--- src/design/pidbi_pkg.sv ---
package pidbi_pkg;

    localparam int MEAS_W     = 24;
    localparam int GAIN_W     = 16;
    localparam int GAIN_FRAC  = 8;
    localparam int BAND_W     = 24;
    localparam int INT_W      = 32;
    localparam int OUT_W      = 32;

    localparam int ERR_W      = MEAS_W + 1;
    localparam int DER_W      = ERR_W + 1;
    localparam int ACC_W      = ((ERR_W > INT_W) ? ERR_W : INT_W) + 1;
    localparam int CMP_W      = (ERR_W > BAND_W) ? ERR_W : BAND_W;
    localparam int PP_P_W     = ERR_W + GAIN_W + 1;
    localparam int PP_I_W     = INT_W + GAIN_W + 1;
    localparam int PP_D_W     = DER_W + GAIN_W + 1;
    localparam int SUM_W      = ((PP_D_W > PP_I_W) ? PP_D_W : PP_I_W) + 2;

    localparam int CFG_IDX_W  = 3;
    localparam int CFG_DATA_W = (MEAS_W > BAND_W) ? MEAS_W : BAND_W;

    localparam logic [CFG_IDX_W-1:0] REG_SETPOINT = CFG_IDX_W'(0);
    localparam logic [CFG_IDX_W-1:0] REG_GAIN_P   = CFG_IDX_W'(1);
    localparam logic [CFG_IDX_W-1:0] REG_GAIN_I   = CFG_IDX_W'(2);
    localparam logic [CFG_IDX_W-1:0] REG_GAIN_D   = CFG_IDX_W'(3);
    localparam logic [CFG_IDX_W-1:0] REG_BAND     = CFG_IDX_W'(4);

    localparam logic signed [INT_W-1:0] INT_MAX = {1'b0, {(INT_W-1){1'b1}}};
    localparam logic signed [INT_W-1:0] INT_MIN = {1'b1, {(INT_W-1){1'b0}}};
    localparam logic signed [OUT_W-1:0] OUT_MAX = {1'b0, {(OUT_W-1){1'b1}}};
    localparam logic signed [OUT_W-1:0] OUT_MIN = {1'b1, {(OUT_W-1){1'b0}}};

    typedef struct packed {
        logic signed [MEAS_W-1:0] setpoint;
        logic [GAIN_W-1:0]        gain_p;
        logic [GAIN_W-1:0]        gain_i;
        logic [GAIN_W-1:0]        gain_d;
        logic [BAND_W-1:0]        band;
    } cfg_t;

endpackage

--- src/design/pidbi_meas_if.sv ---
interface pidbi_meas_if;
    logic                                  valid;
    logic                                  ready;
    logic signed [pidbi_pkg::MEAS_W-1:0]   measured_value;

    modport source (output valid, output measured_value, input ready);
    modport sink   (input valid, input measured_value, output ready);
endinterface

--- src/design/pidbi_drive_if.sv ---
interface pidbi_drive_if;
    logic                                  valid;
    logic                                  ready;
    logic signed [pidbi_pkg::OUT_W-1:0]    drive_value;
    logic                                  saturated;

    modport source (output valid, output drive_value, output saturated, input ready);
    modport sink   (input valid, input drive_value, input saturated, output ready);
endinterface

--- src/design/pidbi_cfg_if.sv ---
interface pidbi_cfg_if;
    logic                                  valid;
    logic                                  ready;
    logic [pidbi_pkg::CFG_IDX_W-1:0]       index;
    logic [pidbi_pkg::CFG_DATA_W-1:0]      data;

    modport source (output valid, output index, output data, input ready);
    modport sink   (input valid, input index, input data, output ready);
endinterface

--- src/design/pidbi_cfg_regs.sv ---
module pidbi_cfg_regs (
    input  logic               clk,
    input  logic               rst_n,
    pidbi_cfg_if.sink          regs,
    output pidbi_pkg::cfg_t    cfg
);

    pidbi_pkg::cfg_t cfg_reg;

    assign regs.ready = 1'b1;
    assign cfg        = cfg_reg;

    always_ff @(posedge clk or negedge rst_n)
    begin
        if (!rst_n)
        begin
            cfg_reg <= '0;
        end
        else if (regs.valid)
        begin
            case (regs.index)
                pidbi_pkg::REG_SETPOINT: cfg_reg.setpoint <= regs.data[pidbi_pkg::MEAS_W-1:0];
                pidbi_pkg::REG_GAIN_P:   cfg_reg.gain_p   <= regs.data[pidbi_pkg::GAIN_W-1:0];
                pidbi_pkg::REG_GAIN_I:   cfg_reg.gain_i   <= regs.data[pidbi_pkg::GAIN_W-1:0];
                pidbi_pkg::REG_GAIN_D:   cfg_reg.gain_d   <= regs.data[pidbi_pkg::GAIN_W-1:0];
                pidbi_pkg::REG_BAND:     cfg_reg.band     <= regs.data[pidbi_pkg::BAND_W-1:0];
                default:                 cfg_reg          <= cfg_reg;
            endcase
        end
    end

endmodule

--- src/design/pidbi_err_stage.sv ---
module pidbi_err_stage (
    input  logic                                  clk,
    input  logic                                  rst_n,
    input  pidbi_pkg::cfg_t                       cfg,
    input  logic                                  in_valid,
    output logic                                  in_ready,
    input  logic signed [pidbi_pkg::MEAS_W-1:0]   meas,
    output logic                                  out_valid,
    input  logic                                  out_ready,
    output logic signed [pidbi_pkg::ERR_W-1:0]    err,
    output logic signed [pidbi_pkg::DER_W-1:0]    deriv,
    output logic signed [pidbi_pkg::INT_W-1:0]    integ
);

    logic                                  in_valid_reg;
    logic signed [pidbi_pkg::MEAS_W-1:0]   meas_reg;
    logic                                  st_valid_reg;
    // err_reg doubles as the previous error, integ_reg as the integral
    logic signed [pidbi_pkg::ERR_W-1:0]    err_reg;
    logic signed [pidbi_pkg::DER_W-1:0]    deriv_reg;
    logic signed [pidbi_pkg::INT_W-1:0]    integ_reg;

    logic                                  st_ready;
    logic                                  st_load;
    logic signed [pidbi_pkg::ERR_W-1:0]    err_next;
    logic signed [pidbi_pkg::DER_W-1:0]    deriv_next;
    logic signed [pidbi_pkg::INT_W-1:0]    integ_next;
    logic [pidbi_pkg::ERR_W-1:0]           err_mag;
    logic                                  in_band;
    logic signed [pidbi_pkg::ACC_W-1:0]    acc;
    logic signed [pidbi_pkg::INT_W-1:0]    acc_sat;
    logic                                  err_zero;
    logic                                  prev_zero;
    logic                                  sign_diff;

    assign st_ready  = !st_valid_reg || out_ready;
    assign in_ready  = !in_valid_reg || st_ready;
    assign st_load   = in_valid_reg && st_ready;
    assign out_valid = st_valid_reg;
    assign err       = err_reg;
    assign deriv     = deriv_reg;
    assign integ     = integ_reg;

    always_comb
    begin
        err_next   = {cfg.setpoint[pidbi_pkg::MEAS_W-1], cfg.setpoint}
                   - {meas_reg[pidbi_pkg::MEAS_W-1], meas_reg};
        deriv_next = {err_next[pidbi_pkg::ERR_W-1], err_next}
                   - {err_reg[pidbi_pkg::ERR_W-1], err_reg};
        err_mag    = err_next[pidbi_pkg::ERR_W-1] ? (~err_next + 1'b1) : err_next;
        in_band    = pidbi_pkg::CMP_W'(err_mag) < pidbi_pkg::CMP_W'(cfg.band);

        acc = pidbi_pkg::ACC_W'(integ_reg) + pidbi_pkg::ACC_W'(err_next);
        if (acc > pidbi_pkg::ACC_W'(pidbi_pkg::INT_MAX))
        begin
            acc_sat = pidbi_pkg::INT_MAX;
        end
        else if (acc < pidbi_pkg::ACC_W'(pidbi_pkg::INT_MIN))
        begin
            acc_sat = pidbi_pkg::INT_MIN;
        end
        else
        begin
            acc_sat = acc[pidbi_pkg::INT_W-1:0];
        end

        // sign is -1, 0 or +1: zero counts as a sign of its own
        err_zero  = (err_next == '0);
        prev_zero = (err_reg == '0);
        sign_diff = (err_zero != prev_zero)
                 || (!err_zero && (err_next[pidbi_pkg::ERR_W-1] != err_reg[pidbi_pkg::ERR_W-1]));

        integ_next = integ_reg;
        if (cfg.gain_i != '0)
        begin
            // clear wins over add
            if (sign_diff)
            begin
                integ_next = '0;
            end
            else if (in_band)
            begin
                integ_next = acc_sat;
            end
        end
    end

    always_ff @(posedge clk or negedge rst_n)
    begin
        if (!rst_n)
        begin
            in_valid_reg <= 1'b0;
            st_valid_reg <= 1'b0;
            err_reg      <= '0;
            integ_reg    <= '0;
        end
        else
        begin
            if (in_ready)
            begin
                in_valid_reg <= in_valid;
            end
            if (st_ready)
            begin
                st_valid_reg <= in_valid_reg;
            end
            if (st_load)
            begin
                err_reg   <= err_next;
                integ_reg <= integ_next;
            end
        end
    end

    always_ff @(posedge clk)
    begin
        if (in_valid && in_ready)
        begin
            meas_reg <= meas;
        end
        if (st_load)
        begin
            deriv_reg <= deriv_next;
        end
    end

    assert property (@(posedge clk) disable iff (!rst_n)
        !st_load |=> ($stable(integ_reg) && $stable(err_reg)))
        else $error("loop state changed without a new sample");

    assert property (@(posedge clk) disable iff (!rst_n)
        (st_load && cfg.gain_i == '0) |=> $stable(integ_reg))
        else $error("integral moved while its gain is zero");

    assert property (@(posedge clk) disable iff (!rst_n)
        (st_load && cfg.gain_i != '0 && sign_diff) |=> (integ_reg == '0))
        else $error("integral not cleared on error sign change");

endmodule

--- src/design/pidbi_mult_stage.sv ---
module pidbi_mult_stage (
    input  logic                                  clk,
    input  logic                                  rst_n,
    input  pidbi_pkg::cfg_t                       cfg,
    input  logic                                  in_valid,
    output logic                                  in_ready,
    input  logic signed [pidbi_pkg::ERR_W-1:0]    err,
    input  logic signed [pidbi_pkg::DER_W-1:0]    deriv,
    input  logic signed [pidbi_pkg::INT_W-1:0]    integ,
    output logic                                  out_valid,
    input  logic                                  out_ready,
    output logic signed [pidbi_pkg::PP_P_W-1:0]   pp_p,
    output logic signed [pidbi_pkg::PP_I_W-1:0]   pp_i,
    output logic signed [pidbi_pkg::PP_D_W-1:0]   pp_d
);

    logic                                  valid_reg;
    logic signed [pidbi_pkg::PP_P_W-1:0]   pp_p_reg;
    logic signed [pidbi_pkg::PP_I_W-1:0]   pp_i_reg;
    logic signed [pidbi_pkg::PP_D_W-1:0]   pp_d_reg;
    logic signed [pidbi_pkg::GAIN_W:0]     kp;
    logic signed [pidbi_pkg::GAIN_W:0]     ki;
    logic signed [pidbi_pkg::GAIN_W:0]     kd;

    // gains are unsigned: pad a zero sign bit
    assign kp        = {1'b0, cfg.gain_p};
    assign ki        = {1'b0, cfg.gain_i};
    assign kd        = {1'b0, cfg.gain_d};
    assign in_ready  = !valid_reg || out_ready;
    assign out_valid = valid_reg;
    assign pp_p      = pp_p_reg;
    assign pp_i      = pp_i_reg;
    assign pp_d      = pp_d_reg;

    always_ff @(posedge clk or negedge rst_n)
    begin
        if (!rst_n)
        begin
            valid_reg <= 1'b0;
        end
        else if (in_ready)
        begin
            valid_reg <= in_valid;
        end
    end

    always_ff @(posedge clk)
    begin
        if (in_valid && in_ready)
        begin
            pp_p_reg <= err * kp;
            pp_i_reg <= integ * ki;
            pp_d_reg <= deriv * kd;
        end
    end

endmodule

--- src/design/pidbi_out_stage.sv ---
module pidbi_out_stage (
    input  logic                                  clk,
    input  logic                                  rst_n,
    input  logic                                  in_valid,
    output logic                                  in_ready,
    input  logic signed [pidbi_pkg::PP_P_W-1:0]   pp_p,
    input  logic signed [pidbi_pkg::PP_I_W-1:0]   pp_i,
    input  logic signed [pidbi_pkg::PP_D_W-1:0]   pp_d,
    pidbi_drive_if.source                         result
);

    logic                                  valid_reg;
    logic signed [pidbi_pkg::OUT_W-1:0]    drive_reg;
    logic                                  sat_reg;
    logic signed [pidbi_pkg::SUM_W-1:0]    sum;
    logic signed [pidbi_pkg::SUM_W-1:0]    shifted;
    logic signed [pidbi_pkg::OUT_W-1:0]    drive_next;
    logic                                  sat_next;

    assign in_ready           = !valid_reg || result.ready;
    assign result.valid       = valid_reg;
    assign result.drive_value = drive_reg;
    assign result.saturated   = sat_reg;

    always_comb
    begin
        sum = pidbi_pkg::SUM_W'(pp_p) + pidbi_pkg::SUM_W'(pp_i) + pidbi_pkg::SUM_W'(pp_d);
        // drop the gain fraction, rounding toward minus infinity
        shifted = sum >>> pidbi_pkg::GAIN_FRAC;
        if (shifted > pidbi_pkg::SUM_W'(pidbi_pkg::OUT_MAX))
        begin
            drive_next = pidbi_pkg::OUT_MAX;
            sat_next   = 1'b1;
        end
        else if (shifted < pidbi_pkg::SUM_W'(pidbi_pkg::OUT_MIN))
        begin
            drive_next = pidbi_pkg::OUT_MIN;
            sat_next   = 1'b1;
        end
        else
        begin
            drive_next = shifted[pidbi_pkg::OUT_W-1:0];
            sat_next   = 1'b0;
        end
    end

    always_ff @(posedge clk or negedge rst_n)
    begin
        if (!rst_n)
        begin
            valid_reg <= 1'b0;
        end
        else if (in_ready)
        begin
            valid_reg <= in_valid;
        end
    end

    always_ff @(posedge clk)
    begin
        if (in_valid && in_ready)
        begin
            drive_reg <= drive_next;
            sat_reg   <= sat_next;
        end
    end

    assert property (@(posedge clk) disable iff (!rst_n)
        (valid_reg && sat_reg)
            |-> (drive_reg == pidbi_pkg::OUT_MAX || drive_reg == pidbi_pkg::OUT_MIN))
        else $error("saturation flag set on an unclipped drive word");

endmodule

--- src/design/pid_with_banded_integral.sv ---
// PID controller with a banded, sign-reset integral.
// Channels: sample (sink) takes one measured_value word per sample; result
// (source) gives one drive_value/saturated word per sample, in order; regs
// (sink) writes a register by index: 0 setpoint, 1 gain_p, 2 gain_i,
// 3 gain_d, 4 integral_band. regs.ready is always high; unknown indexes are
// dropped. Write registers only while no sample is in flight.
// Path: an accepted sample lands in the input register, then passes the
// error/integral, multiplier and sum/clamp stage registers in that order.
// Throughput: one sample per cycle while result is not stalled; the previous
// error and integral are updated in the same load that takes each sample,
// which lets samples follow back to back.
// Reset: the config registers, previous error and integral go to zero and
// the pipeline empties.
// Stall: each stage holds while the one after it is full and stalled, so a
// stalled receiver keeps the result word steady and up to four samples stay
// buffered; sample.ready drops only when all stages are full.
module pid_with_banded_integral (
    input  logic            clk,
    input  logic            rst_n,
    pidbi_meas_if.sink      sample,
    pidbi_drive_if.source   result,
    pidbi_cfg_if.sink       regs
);

    pidbi_pkg::cfg_t                       cfg;
    logic                                  e_valid;
    logic                                  e_ready;
    logic signed [pidbi_pkg::ERR_W-1:0]    err;
    logic signed [pidbi_pkg::DER_W-1:0]    deriv;
    logic signed [pidbi_pkg::INT_W-1:0]    integ;
    logic                                  m_valid;
    logic                                  m_ready;
    logic signed [pidbi_pkg::PP_P_W-1:0]   pp_p;
    logic signed [pidbi_pkg::PP_I_W-1:0]   pp_i;
    logic signed [pidbi_pkg::PP_D_W-1:0]   pp_d;

    pidbi_cfg_regs u_cfg (
        .clk   (clk),
        .rst_n (rst_n),
        .regs  (regs),
        .cfg   (cfg)
    );

    pidbi_err_stage u_err (
        .clk       (clk),
        .rst_n     (rst_n),
        .cfg       (cfg),
        .in_valid  (sample.valid),
        .in_ready  (sample.ready),
        .meas      (sample.measured_value),
        .out_valid (e_valid),
        .out_ready (e_ready),
        .err       (err),
        .deriv     (deriv),
        .integ     (integ)
    );

    pidbi_mult_stage u_mult (
        .clk       (clk),
        .rst_n     (rst_n),
        .cfg       (cfg),
        .in_valid  (e_valid),
        .in_ready  (e_ready),
        .err       (err),
        .deriv     (deriv),
        .integ     (integ),
        .out_valid (m_valid),
        .out_ready (m_ready),
        .pp_p      (pp_p),
        .pp_i      (pp_i),
        .pp_d      (pp_d)
    );

    pidbi_out_stage u_out (
        .clk      (clk),
        .rst_n    (rst_n),
        .in_valid (m_valid),
        .in_ready (m_ready),
        .pp_p     (pp_p),
        .pp_i     (pp_i),
        .pp_d     (pp_d),
        .result   (result)
    );

endmodule

--- src/flat_wrapper.sv ---
// flat-port wrapper written by rule: the top's interface ports become plain ports
module pid_with_banded_integral_flat 
  (clk, rst_n, sample_valid, sample_measured_value, sample_ready, result_valid, result_drive_value, result_saturated, result_ready, regs_valid, regs_index, regs_data, regs_ready);
  pidbi_meas_if sample_i ();
  pidbi_drive_if result_i ();
  pidbi_cfg_if regs_i ();
  input  logic clk;
  input  logic rst_n;
  input wire logic [$bits(sample_i.valid)-1:0] sample_valid;
  input wire logic [$bits(sample_i.measured_value)-1:0] sample_measured_value;
  output wire logic [$bits(sample_i.ready)-1:0] sample_ready;
  output wire logic [$bits(result_i.valid)-1:0] result_valid;
  output wire logic [$bits(result_i.drive_value)-1:0] result_drive_value;
  output wire logic [$bits(result_i.saturated)-1:0] result_saturated;
  input wire logic [$bits(result_i.ready)-1:0] result_ready;
  input wire logic [$bits(regs_i.valid)-1:0] regs_valid;
  input wire logic [$bits(regs_i.index)-1:0] regs_index;
  input wire logic [$bits(regs_i.data)-1:0] regs_data;
  output wire logic [$bits(regs_i.ready)-1:0] regs_ready;
  assign sample_i.valid = sample_valid;
  assign sample_i.measured_value = sample_measured_value;
  assign sample_ready = sample_i.ready;
  assign result_valid = result_i.valid;
  assign result_drive_value = result_i.drive_value;
  assign result_saturated = result_i.saturated;
  assign result_i.ready = result_ready;
  assign regs_i.valid = regs_valid;
  assign regs_i.index = regs_index;
  assign regs_i.data = regs_data;
  assign regs_ready = regs_i.ready;
  pid_with_banded_integral u_core (.clk(clk), .rst_n(rst_n), .sample(sample_i), .result(result_i), .regs(regs_i));
endmodule
--- config.mk ---
export PLATFORM = sky130hd
export DESIGN_NAME = pid_with_banded_integral_flat
export DESIGN_NICKNAME = d
export VERILOG_FILES = /design/src/design/pidbi_pkg.sv /design/src/design/pidbi_meas_if.sv /design/src/design/pidbi_drive_if.sv /design/src/design/pidbi_cfg_if.sv /design/src/design/pidbi_cfg_regs.sv /design/src/design/pidbi_err_stage.sv /design/src/design/pidbi_mult_stage.sv /design/src/design/pidbi_out_stage.sv /design/src/design/pid_with_banded_integral.sv /design/src/flat_wrapper.sv
export SDC_FILE = /design/constraint.sdc
export NUM_CORES = 2
export LEC_CHECK = 0
export ABC_AREA = 1
export BUFFER_PORTS_ARGS = -buffer_cell sky130_fd_sc_hd__buf_2
export CORE_MARGIN = 10
export CORE_UTILIZATION = 40
export CTS_BUF_LIST = sky130_fd_sc_hd__clkbuf_16
export DETAILED_ROUTE_END_ITERATION = 10
export PLACE_DENSITY = 0.63
export SLEW_MARGIN = 10
export SYNTH_ARGS = -nofsm -noshare
export SYNTH_HDL_FRONTEND = slang
export SYNTH_SLANG_ARGS = --single-unit
--- constraint.sdc ---
create_clock -name clk -period 19.9 [get_ports clk]
set_clock_uncertainty 0.15 [all_clocks]
set_input_delay 1.99 -clock clk [delete_from_list [all_inputs] [get_ports clk]]
set_output_delay 1.99 -clock clk [all_outputs]
set_load 0.01 [all_outputs]
==> impl_metrics.ini <==
[sta]
report.final.slew_viol_count = 0
grt_setup_unrepaired = false
post-route-min-period_ns = 7.303
hold_violations = 0
tightestPinTransition_ns = 1.232
setup_viol = 0
finalCritPeriodShare_pct = 36.70
max-slew-margin-rel_pct = 17.84
tns_ns = 0
max_freq_mhz = 136.9

[place]
io_buffers = 90
post-dp-hpwl_mm = 185.6
gp_congestion = 0.9467

[route]
viasPerCell = 5.106
postRouteWirelength_mm = 228.9
via_count = 57910
drtIter0Drc = 4463
drtPass1Iterations = 8
postRouteAntennaNets = 0
drc = 0
wl_per_cell_um = 20.18

[critical_path]
crit_fanout = 26
crit_required_ns = 20.07
worstReg2RegStart = u_core.u_cfg.cfg[59]$_DFFE_PN0P_
cp-end-kind = flop
cp_top_family = adder cells
max_stage_delay_ns = 1.05
critPathArrivalTime_ns = 7.47
worst_path_most_repeated_cell = fa_1
start_kind = flop
cp-startpoint = u_core.u_cfg.cfg[59]$_DFFE_PN0P_
critPathKind = flop to flop
path_buf_inv = 5
crit_path_top_delay_cell = dfrtp_1
crit_chain = nand2_1 -> fa_1 -> inv_1 -> fa_1 -> inv_1 -> fa_1 -> inv_1 -> fa_1 -> inv_1 -> fa_1 -> inv_1 -> fa_1 -> ha_1 -> nand2_1 -> nor2_1 -> nand2_1 -> o21ai_0 -> a21o_1 -> nand2_1 -> nand2_1 -> xor2_1

[synthesis]
ys_ff_latch = 374
async_reset_ff_share_pct = 41.98
yosysSeqAreaShare_pct = 14.44
synth_cells = 9080
synth-edff-count = 217
syn_nets = 10952
ys_types = 46
synth_top_area_share_pct = 36.98
yosysWarnings = 0
synth_area_leaders = fa_1 (37%), inv_1 (13%), nand2_1 (12%)
synth_area_per_cell_um2 = 7.965
ys.flop_type = edfxtp_1
synth.cell_area_um2 = 72320
post-synth-top-area-cell = fa_1

[global_route]
grt-ovfl-total = 0
grt_start_max_net_pins = 62
track_usage_pct = 23.26
antenna_found_initial = 13
grt_pass1_vias = 61823
grt_first_pass_wirelength_mm = 359.0

[final_layout]
largest_register_ffs = 96
final_cell_mix = inv_1 (2,457), nand2_1 (2,338), fa_1 (1,336), ha_1 (480), nor2_1 (375)
syn2layout_area_growth_pct = 5.801
drive_gt1_share_pct = 2.945
final_common_cell = inv_1
layout.nets = 10800
fillers = 18269

[clock_network]
insertion_delay_ns = 0.65
cts.sinks = 374
cts_tree = yes
holdBufCountCts = 0
clkTransAtPathRegs_ns = 0.06
root_buffer = clkbuf_16
cts_setup_buffers = 0
cts_buffer_depth = 3
ctsResizeCount = 0
cts_max_level = 2
cts_buffers = 49

[status]
status = finished, final reports clean

[floorplanning]
rows = 156
fp.dieW_um = 445.2
num_io_pins = 92
coreArea_um2 = 180400
initial_utilization_pct = 40.10
dieArea_um2 = 198200
die_h_um = 445.2

[job]
drv_cap = 0

[worst_hold_path]
min-delay-start = u_core.u_err.in_valid_reg$_DFFE_PN0N_
hold_path.class = flop to flop
==> worst register-to-register path, stage by stage (launching register included) <==
cell and delay [ns]:
dfrtp_1 1.05, nand2_1 0.20, fa_1 0.56, inv_1 0.06, fa_1 0.53, inv_1 0.05
fa_1 0.50, inv_1 0.05, fa_1 0.55, inv_1 0.05, fa_1 0.51, inv_1 0.06
fa_1 0.45, ha_1 0.39, nand2_1 0.14, nor2_1 0.20, nand2_1 0.10, o21ai_0 0.36
a21o_1 0.19, nand2_1 0.07, nand2_1 0.09, xor2_1 0.65
==> cells in the mapped netlist (25+ instances only) <==
| library cell | count |
|---|---|
| a21o_1 | 25 |
| a21oi_1 | 315 |
| a31oi_1 | 52 |
| buf_2 | 36 |
| clkbuf_1 | 310 |
| dfrtp_1 | 157 |
| edfxtp_1 | 217 |
| fa_1 | 1336 |
| ha_1 | 480 |
| inv_1 | 2449 |
| nand2_1 | 2339 |
| nand3_1 | 134 |
| nand4_1 | 83 |
| nor2_1 | 377 |
| nor3_1 | 40 |
| o21ai_0 | 316 |
| xnor2_1 | 96 |
| xor2_1 | 146 |
==> path summary, 6_finish.rpt <==
| kind | endpoint | slack, ns | cells after the start |
|---|---|---|---|
| max in group asynchronous | u_core.u_cfg.cfg[47]$_DFFE_PN0P_ | 17.11 | 2 |
| hold / removal | u_core.u_err.out_valid$_DFFE_PN0P_ | 0.33 | 2 |
| setup / recovery | u_core.u_mult.pp_p[26]$_DFFE_PP_ | 12.60 | 21 |
| min in group asynchronous | u_core.u_err.integ[30]$_DFFE_PN0P_ | 1.14 | 1 |
| hold reg to reg | u_core.u_err.out_valid$_DFFE_PN0P_ | 0.33 | 2 |
| setup reg to reg | u_core.u_mult.pp_p[26]$_DFFE_PP_ | 12.60 | 21 |
==> logic make-up after synthesis <==
group / after synthesis / synth area share (%)
flops: 374 / 14.44
buf+inv: 2825 / 14.79
xor+xnor: 242 / 2.931
fa+ha+maj: 1816 / 45.29
compound gates: 802 / 6.100
simple gates: 3020 / 16.44
other cells: 1 / 0.005185
==> layer usage <==
layer  vias to the layer above  track usage, %  part of all wire (%)
met3                       448           3.021                   6.5
met1                     29099           30.08                    41
met4                         0           11.38                   5.8
met2                      2037           38.47                    46
li1                      26326               -                     -
met5                         -               0                     0
==> per-stage QoR <==
step | util (%) | hold slack, ns | cells | worst slack, ns | instance area, um2
2_1_floorplan | - | 0.2837 | 9080 | 13.65 | 72320
6_report | 42.42 | 0.3256 | 11341 | 12.60 | 76510
3_5_place_dp | 41.52 | 0.3135 | 11247 | 12.67 | 74890
5_1_grt | 42.41 | 0.3525 | 11333 | 12.19 | 76490
3_3_place_gp | 41.52 | 0.3076 | 11247 | 12.61 | 74890
4_1_cts | 42.41 | 0.3282 | 11333 | 12.61 | 76490
==> final cells by class <==
class	count	area (um2)	share of cell area, %
multi-input cells	5881	51210	66.93
flip-flops and latches	374	10450	13.65
inverters	2450	9199	12.02
well taps	2370	2965	3.876
clock buffers	49	1226	1.603
repair buffers	172	1072	1.401
clock inverters	37	374.1	0.4889
diodes	8	20.02	0.02616
Power is not shown: default switching activity piles up to over one toggle a cycle in this logic, so the estimate is an artifact.
